**src/rtl/conv2d_sliding_window_mac_core_assert.svh**
```systemverilog
// Assertion macros for the 2-D sliding-window MAC core.
// Included by the top level; the macros expand to nothing under SYNTHESIS.
`ifndef CONV2D_SLIDING_WINDOW_MAC_CORE_ASSERT_SVH
`define CONV2D_SLIDING_WINDOW_MAC_CORE_ASSERT_SVH
`ifndef SYNTHESIS
`define C2D_ASSERT_NOW(lbl, ante, cons) \
  lbl: assert property (@(posedge clk) disable iff (!rst_n) (ante) |-> (cons)) \
    else $error("assertion failed");
`define C2D_ASSERT_NEXT(lbl, ante, cons) \
  lbl: assert property (@(posedge clk) disable iff (!rst_n) (ante) |=> (cons)) \
    else $error("assertion failed");
`else
`define C2D_ASSERT_NOW(lbl, ante, cons)
`define C2D_ASSERT_NEXT(lbl, ante, cons)
`endif
`endif

```
**src/rtl/c2d_pkg.sv**
```systemverilog
// Shared types and codes for the 2-D sliding-window MAC core.
// No dependencies.
package c2d_pkg;

  localparam logic [1:0] OP_LOAD_KERNEL = 2'd0;
  localparam logic [1:0] OP_LOAD_IMAGE  = 2'd1;
  localparam logic [1:0] OP_READ        = 2'd2;
  localparam logic [1:0] OP_RESTART     = 2'd3;

  localparam logic [2:0] REG_MODE        = 3'd0;
  localparam logic [2:0] REG_IMAGE_ROWS  = 3'd1;
  localparam logic [2:0] REG_IMAGE_COLS  = 3'd2;
  localparam logic [2:0] REG_KERNEL_ROWS = 3'd3;
  localparam logic [2:0] REG_KERNEL_COLS = 3'd4;

  localparam logic [1:0] MODE_FULL     = 2'd0;
  localparam logic [1:0] MODE_SAME     = 2'd1;
  localparam logic [1:0] MODE_VALID    = 2'd2;
  localparam logic [1:0] MODE_ALT_SAME = 2'd3;  // behaves as same

  localparam int FRAC_BITS = 14;
  localparam int ACC_W     = 48;
  localparam int CFG_W     = 7;

  typedef struct packed {
    logic accept;    // input transfer this cycle
    logic step;      // issue one kernel tap
    logic load_out;  // move the finished pixel into the output register
  } c2d_cmd_t;

  typedef struct packed {
    logic empty;     // pending read has no pixel
    logic tap_last;  // tap being issued is the last of the window
    logic out_full;  // output register holds an untaken result
  } c2d_sts_t;

endpackage

```
**src/rtl/c2d_ctrl.sv**
```systemverilog
// Sequencer for the 2-D sliding-window MAC core.
// Depends on c2d_pkg; drives the datapath through c2d_cmd_t.
module c2d_ctrl import c2d_pkg::*; (
  input  logic       clk,
  input  logic       rst_n,
  input  logic       in_tvalid,
  input  logic [1:0] in_op,
  output logic       in_tready,
  input  logic       out_tready,
  input  c2d_sts_t   sts,
  output c2d_cmd_t   cmd
);

  typedef enum logic [3:0] {
    ST_IDLE  = 4'b0001,
    ST_CALC  = 4'b0010,
    ST_DRAIN = 4'b0100,
    ST_OUTW  = 4'b1000
  } state_t;

  state_t state_r, state_nxt;
  logic   drain_r, drain_nxt;

  assign in_tready = (state_r == ST_IDLE);

  always_comb begin
    state_nxt    = state_r;
    drain_nxt    = drain_r;
    cmd.accept   = in_tvalid && in_tready;
    cmd.step     = 1'b0;
    cmd.load_out = 1'b0;
    case (state_r)
      ST_IDLE: begin
        if (cmd.accept && in_op == OP_READ) state_nxt = ST_CALC;
      end
      ST_CALC: begin
        if (sts.empty) begin
          state_nxt = ST_OUTW;
        end else begin
          cmd.step = 1'b1;
          if (sts.tap_last) begin
            state_nxt = ST_DRAIN;
            drain_nxt = 1'b0;
          end
        end
      end
      ST_DRAIN: begin
        // wait out memory read and product stages
        drain_nxt = 1'b1;
        if (drain_r) state_nxt = ST_OUTW;
      end
      ST_OUTW: begin
        if (!sts.out_full || out_tready) begin
          cmd.load_out = 1'b1;
          state_nxt    = ST_IDLE;
        end
      end
      default: state_nxt = ST_IDLE;
    endcase
  end

  always_ff @(posedge clk) begin
    if (!rst_n) begin
      state_r <= ST_IDLE;
      drain_r <= 1'b0;
    end else begin
      state_r <= state_nxt;
      drain_r <= drain_nxt;
    end
  end

endmodule

```
**config.mk**
```make
export PLATFORM = sky130hd
export DESIGN_NAME = c2d_ctrl
export DESIGN_NICKNAME = d
export VERILOG_FILES = /design/src/rtl/conv2d_sliding_window_mac_core_assert.svh /design/src/rtl/c2d_pkg.sv /design/src/rtl/c2d_ctrl.sv
export SDC_FILE = /design/constraint.sdc
export NUM_CORES = 1
export LEC_CHECK = 0
export BUFFER_PORTS_ARGS = -buffer_cell sky130_fd_sc_hd__buf_2
export CAP_MARGIN = 5
export CORE_AREA = 2 2 39 41
export CTS_CLUSTER_DIAMETER = 150
export CTS_CLUSTER_SIZE = 16
export DETAILED_ROUTE_END_ITERATION = 10
export DIE_AREA = 0 0 41 43
export GPL_ROUTABILITY_DRIVEN = 1
export GPL_TIMING_DRIVEN = 1
export HOLD_SLACK_MARGIN = 0.06
export PLACE_DENSITY = 0.57
export SETUP_SLACK_MARGIN = 0.2
export SYNTH_ARGS = -nofsm -noshare
export SYNTH_HDL_FRONTEND = slang
export SYNTH_SLANG_ARGS = --single-unit
```
**constraint.sdc**
```tcl
create_clock -name clk -period 1.46 [get_ports clk]
set_input_delay 0 -clock clk [delete_from_list [all_inputs] [get_ports clk]]
set_output_delay 0 -clock clk [all_outputs]
set_load 0.01 [all_outputs]
```
==> flow_metrics.env, run 1 <==
export IMPL_drtAntennaViolNets=0
export IMPL_coreArea_sq_um=1384
export IMPL_synth_top_area_frac=0.2847
export IMPL_period_share=1.027
export IMPL_finalSetupViolations=2
export IMPL_fmax_mhz=666.9
export IMPL_viasPerCell=4.909
export IMPL_ff_latch_area_sq_um=101.3
export IMPL_pwr_share_clk=0.421
export IMPL_switching_share=0.2354
export IMPL_num_io_pins=13
export IMPL_worstPathMaxFanout=2
export IMPL_htree_levels=1
export IMPL_synth_top_family_by_area="simple AND/OR/NAND/NOR gates"
export IMPL_dr_total_vias=378
export IMPL_cts_sinks=5
export IMPL_period_needed_ps=1500
export IMPL_hold_viol=0
export IMPL_yosys_area_share_adder=0
export IMPL_cts_path_max_buffers=2
export IMPL_synthSimpleGateAreaFrac=0.4484
export IMPL_rsz0062_at_grt="true"
export IMPL_yosysMostFrequentCell="dfxtp_1"
export IMPL_cp_end_kind="flop"
export IMPL_p_sw_uw=86.30
export IMPL_insertion_delay_ps=240
export IMPL_die_area_sq_um=1763
export IMPL_grt_overflow_total=0
export IMPL_area_delta_synth_final_pct=55.52
export IMPL_ys_ff_latch=5
export IMPL_synth_area_leaders="dfxtp_1 28%, nand3b_1 6.4%, o21ai_0 5.7%"
export IMPL_combinationalPowerShare=0.192
export IMPL_finalMaxSlewViolations=0
export IMPL_slowest_stage="or4b_4"
export IMPL_cts_made_buffers=3
export IMPL_crit_chain="or4b_4 > or3_4 > nand3_2 > mux2i_1"
export IMPL_place_area_sq_um=450.4
export IMPL_intPower_uw=280.4
export IMPL_slew_headroom=0.8259
export IMPL_ys_types=25
export IMPL_path_class="reg -> reg"
export IMPL_antenna_found_initial=0
export IMPL_worstSetupStartpointType="flop"
export IMPL_synth_area_sq_um=351.6
export IMPL_p_seq_frac=0.388
export IMPL_netlist_instances=41
export IMPL_synthMuxAreaShare=0.02847
export IMPL_grt_pass1_wl_um=1504
export IMPL_wire_per_inst_um=11.47
export IMPL_synth_nets=50
export IMPL_power_leakage_nw=0.2304
export IMPL_setup_ws_ps=-39.57
export IMPL_worstReg2RegStart="state_r[2]$_SDFFE_PN0P_"
export IMPL_die_h_um=43
export IMPL_synth_common_cells="5 x dfxtp_1, 4 x o21ai_0, 3 x nand3_1, 3 x nand3b_1, 3 x nor2_1"
export IMPL_drc=0
export IMPL_worst_pin_slew_ps=260.0
export IMPL_fill_cells=142
export IMPL_synth_compound_area_frac=0.1744
export IMPL_dp_hpwl_um=615.9
export IMPL_antenna_cells=0
export IMPL_design_area_sq_um=546.8
export IMPL_grt_max_degree=10
export IMPL_synth_edf_count=0
export IMPL_fin_setup_tns_ps=-46.24
export IMPL_synth_main_ff_cell="dfxtp_1"
export IMPL_rows=14
export IMPL_cts_tree="built"
export IMPL_cp_data_arrival_time_ps=1670
export IMPL_nets=71
export IMPL_root_buffer="clkbuf_4"
export IMPL_cp_startpoint="state_r[2]$_SDFFE_PN0P_"
export IMPL_wirelength_um=883
export IMPL_violations="setup timing"
export IMPL_clk_pin_slew_worst_paths_ps=40
export IMPL_fin_skew_ps=2.358
export IMPL_gp_congestion=0.8282
export IMPL_yosys_warnings=0
export IMPL_start_util=0.2541
export IMPL_async_flop_share=0
export IMPL_cp_slowest_stage_delay_ps=520
export IMPL_grt_pass1_vias=376
export IMPL_synth_xor_area_frac=0
export IMPL_multiInputGateArea_sq_um=274.0
export IMPL_io_buffers=12
export IMPL_maxCapViolCount=0
export IMPL_ir_drop_mv=0.4195
export IMPL_power_density_nw_per_um2=670.6
export IMPL_worstHoldPathType="in -> reg"
export IMPL_run_status="finished, violations left"
export IMPL_die_x_um=41
export IMPL_critical_path_required_ps=1630
export IMPL_ys_seq_area_frac=0.2847
export IMPL_drive_above_1_share=0.4918
export IMPL_avgSynthCellArea_sq_um=8.575
export IMPL_first_pass_iters=2
export IMPL_hold_start="in_op[0]"
export IMPL_grt_usage=0.1305
export IMPL_yosysTopAreaCell="dfxtp_1"
export IMPL_drtIter0Drc=11
-- placed cells by master (no fill, tap or decap), types with 2 or more instances in the layout --
cell type,synthesis,layout
buf_2,0,11
o21ai_0,4,4
dfxtp_1,5,4
nand3b_1,3,3
clkbuf_4,0,3
buf_6,1,3
buf_4,1,3
and2_1,2,2
nor2_1,3,2
nand3_1,3,2
nand2_1,2,2
a21boi_0,2,2
-- critical path: cells and delay by family, from the launching register on --
family | cells | cell delay [ps]
flops | 1 | 310
simple gates | 3 | 950
mux | 1 | 170
-- power groups by stage --
stage	Clock, mW	Combinational, mW	Sequential, mW
3_5_place_dp	0	0.0602	0.144
4_1_cts	0.164	0.0668	0.142
5_1_grt	0.170	0.0772	0.142
2_1_floorplan	0	0.0283	0.146
6_report	0.154	0.0703	0.142
3_3_place_gp	0	0.0598	0.144
-- registers in the layout, indices dropped and copies added, names as in the netlist --
signal / cells
state_r: 4
drain_r: 1
-- what timing repair did --
action | CTS | global route
hold endpoints to repair | 3 | 0
setup buffers | 1 | 0
endpoints found under the setup margin | 7 | 8
hold buffers | 1 | 0
pin swaps | 4 | 3
gates resized for setup | 5 | 5
-- logic make-up after synthesis --
family	count (synthesis)
compound gates	9
mux	1
flops	5
simple gates	23
buf+inv	3
-- through the flow --
stage / hold WS [ps] / worst slack, ps / std cells / util / total power [mW]
5_1_grt: 108.1 / -79.49 / 77 / 0.3951 / 0.3892
6_report: 81.43 / -39.57 / 77 / 0.3951 / 0.3667
4_1_cts: 83.18 / -68.51 / 77 / 0.3761 / 0.3721
3_5_place_dp: 249.7 / -78.50 / 71 / 0.3255 / 0.2044
2_1_floorplan: 71.83 / -79.52 / 41 / - / 0.1745
3_3_place_gp: 244.7 / -37.05 / 71 / 0.3255 / 0.2038
-- path summary, 6_finish.rpt --
| path | to | slack, ps | cells past startpoint |
|---|---|---|---|
| worst max-delay path | state_r[3]$_SDFFE_PN0P_ | -40 | 4 |
| worst max register to register | state_r[3]$_SDFFE_PN0P_ | -40 | 4 |
| worst min-delay path | state_r[1]$_SDFFE_PN0P_ | 80 | 3 |
| worst min register to register | state_r[2]$_SDFFE_PN0P_ | 580 | 2 |
-- layout make-up --
cell class | count | area share
tap | 16 | 0.03661
clock buffer | 4 | 0.04805
timing repair buffer | 18 | 0.2220
sequential | 5 | 0.1854
inverter | 1 | 0.006865
multi-input combinational | 33 | 0.5011
-- layer usage --
metal  share of wire  global-route usage  vias up
li1                -                   -      198
met1            0.45              0.1704      172
met2            0.53              0.1750        8
met3           0.022             0.03141        0
met4               0              0.1000        0
met5               0                   0        -
No activity file was read; power rests on OpenSTA's default activity.
==> run 2, diff against run 1 <==
--- a/config.mk
+++ b/config.mk
@@ -5,6 +5,7 @@
 export SDC_FILE = /design/constraint.sdc
 export NUM_CORES = 1
 export LEC_CHECK = 0
+export ABC_AREA = 1
 export BUFFER_PORTS_ARGS = -buffer_cell sky130_fd_sc_hd__buf_2
 export CAP_MARGIN = 5
 export CORE_AREA = 2 2 39 41
@@ -15,7 +16,7 @@
 export GPL_ROUTABILITY_DRIVEN = 1
 export GPL_TIMING_DRIVEN = 1
 export HOLD_SLACK_MARGIN = 0.06
-export PLACE_DENSITY = 0.57
+export PLACE_DENSITY = 0.54
 export SETUP_SLACK_MARGIN = 0.2
 export SYNTH_ARGS = -nofsm -noshare
 export SYNTH_HDL_FRONTEND = slang
==> flow_metrics.env, run 2 <==
export IMPL_viasPerCell=4.045
export IMPL_slew_headroom=0.8364
export IMPL_dp_hpwl_um=561.8
export IMPL_avgSynthCellArea_sq_um=5.816
export IMPL_wire_per_inst_um=7.807
export IMPL_maxCapViolCount=0
export IMPL_layout_common_cells="12 x nand2_1, 12 x buf_2, 11 x nor2_1"
export IMPL_root_buffer="clkbuf_4"
export IMPL_fin_total_pwr_uw=561.6
export IMPL_drtIter0Drc=2
export IMPL_placed_cells=81
export IMPL_largest_register_ffs=4
export IMPL_antenna_cells=0
export IMPL_power_density_nw_per_um2=1268
export IMPL_async_flop_share=0
export IMPL_rsz0062_at_grt="false"
export IMPL_synth_area_leaders="dfxtp_1 32%, nand2_1 14%, nor2_1 13%"
export IMPL_cts_sinks=5
export IMPL_die_x_um=41
export IMPL_rows=14
export IMPL_hold_viol=0
export IMPL_netlist_instances=54
export IMPL_cts_path_max_buffers=2
export IMPL_holdWs_ps=67.88
export IMPL_grt_pass1_vias=315
export IMPL_insertion_delay_ps=240
export IMPL_gp_congestion=0.7061
export IMPL_cts_resized=0
export IMPL_start_util=0.2269
export IMPL_coreArea_sq_um=1384
export IMPL_clk_pin_slew_worst_paths_ps=40
export IMPL_rr_worst_depth=8
export IMPL_ys_types=10
export IMPL_grt_usage=0.09648
export IMPL_dr_total_vias=356
export IMPL_antenna_found_initial=0
export IMPL_ys_ff_latch=5
export IMPL_grt_overflow_total=0
export IMPL_cts_made_buffers=3
export IMPL_setup_ws_ps=331.9
export IMPL_drive_above_1_share=0.2500
export IMPL_critical_path_required_ps=1460
export IMPL_yosysTopAreaCell="dfxtp_1"
export IMPL_synth_nets=63
export IMPL_post_place_ws_ps=382.3
export IMPL_cp_end_kind="primary output"
export IMPL_num_io_pins=13
export IMPL_worstSetupStartpointType="flop"
export IMPL_worst_pin_slew_ps=244.6
export IMPL_worstPathMaxFanout=6
export IMPL_ir_drop_mv=0.3626
export IMPL_hold_depth=3
export IMPL_drtAntennaViolNets=0
export IMPL_fmax_mhz=886.4
export IMPL_fin_skew_ps=0.09376
export IMPL_die_h_um=43
export IMPL_top_register="state_r"
export IMPL_yosys_warnings=0
export IMPL_first_pass_iters=4
export IMPL_worstHoldPathType="in -> reg"
export IMPL_synth_area_sq_um=314.1
export IMPL_drc=0
export IMPL_htree_levels=1
export IMPL_grt_max_degree=7
export IMPL_yosysMostFrequentCell="nand2_1"
export IMPL_period_needed_ps=1128
export IMPL_grt_pass1_wl_um=1131
export IMPL_nets=82
export IMPL_fill_cells=159
export IMPL_finalSetupViolations=0
export IMPL_area_delta_synth_final_pct=41.04
export IMPL_wirelength_um=687
export IMPL_cp_data_arrival_time_ps=1130
export IMPL_ys_seq_area_frac=0.3187
export IMPL_synth_main_ff_cell="dfxtp_1"
export IMPL_period_share=0.7727
export IMPL_run_status="completed"
export IMPL_power_leakage_nw=0.2337
export IMPL_synth_common_cells="12 x nand2_1, 11 x nor2_1, 9 x inv_1"
export IMPL_stdcell_count=88
export IMPL_synth_top_area_frac=0.3187
export IMPL_reg_top3="state_r: 4 flops, drain_r: 1 flops"
export IMPL_path_class="reg -> out"
export IMPL_finalMaxSlewViolations=0
export IMPL_die_area_sq_um=1763
export IMPL_io_buffers=12
export IMPL_synth_edf_count=0
export IMPL_cts_tree="built"
export IMPL_fin_setup_tns_ps=0
-- run 2: cell count changes after synthesis, moves of 4 or more --
cell	delta
nand2_1	+10
o21ai_0	-4
inv_1	+8
nor2_1	+8
nand3_1	+5
-- run 2: repair_timing --
action,CTS,global route
hold endpoints to repair,5,0
setup endpoints to repair,0,0
hold buffers,3,0
buffers inserted,0,0
-- run 2: logic make-up after synthesis --
family          synth area share
buf+inv                   0.1315
flops                     0.3187
simple gates              0.5020
compound gates           0.04779
-- run 2: layer usage --
layer	global-route usage	share of wire	up-vias
met3	0.01571	0.044	0
met5	0	0	-
li1	-	-	202
met1	0.1065	0.45	145
met4	0.1000	0	0
met2	0.1406	0.50	9
-- run 2: worst max-delay path, stage by stage (launching register included) --
cell and delay, ps:
dfxtp_1 320, nor2_2 210, nand2_1 120, nor2_2 100, buf_2 140
-- run 2: where the power goes --
part | switching (mW) | total [mW] | internal (mW)
Combinational | 0.132 | 0.223 | 0.0904
Sequential | 0.0220 | 0.182 | 0.160
Clock | 0.0540 | 0.157 | 0.103
Total | 0.208 | 0.562 | 0.353
-- run 2: worst paths after layout --
path                                               from                      end  slack, ps
worst max-delay path            state_r[2]$_SDFFE_PN0P_                   cmd[1]        330
worst min-delay path                             sts[1]  state_r[2]$_SDFFE_PN0P_         70
worst max register to register  state_r[0]$_SDFFE_PN1P_  state_r[3]$_SDFFE_PN0P_        400
worst min register to register     drain_r$_SDFFE_PN0P_     drain_r$_SDFFE_PN0P_        450
-- run 2: layout make-up --
cell class | count | area (sq um) | area share
timing repair buffer | 15 | 90.09 | 0.2034
multi-input combinational | 39 | 172.7 | 0.3898
clock buffer | 4 | 26.28 | 0.05932
tap | 16 | 20.02 | 0.04520
inverter | 9 | 33.78 | 0.07627
sequential | 5 | 100.1 | 0.2260
-- run 2: metrics by stage --
step | util | area, sq um
floorplan | - | 314.1
global placement | 0.2794 | 386.6
detailed placement | 0.2794 | 386.6
CTS | 0.3201 | 442.9
global route | 0.3201 | 442.9
finish | 0.3201 | 442.9
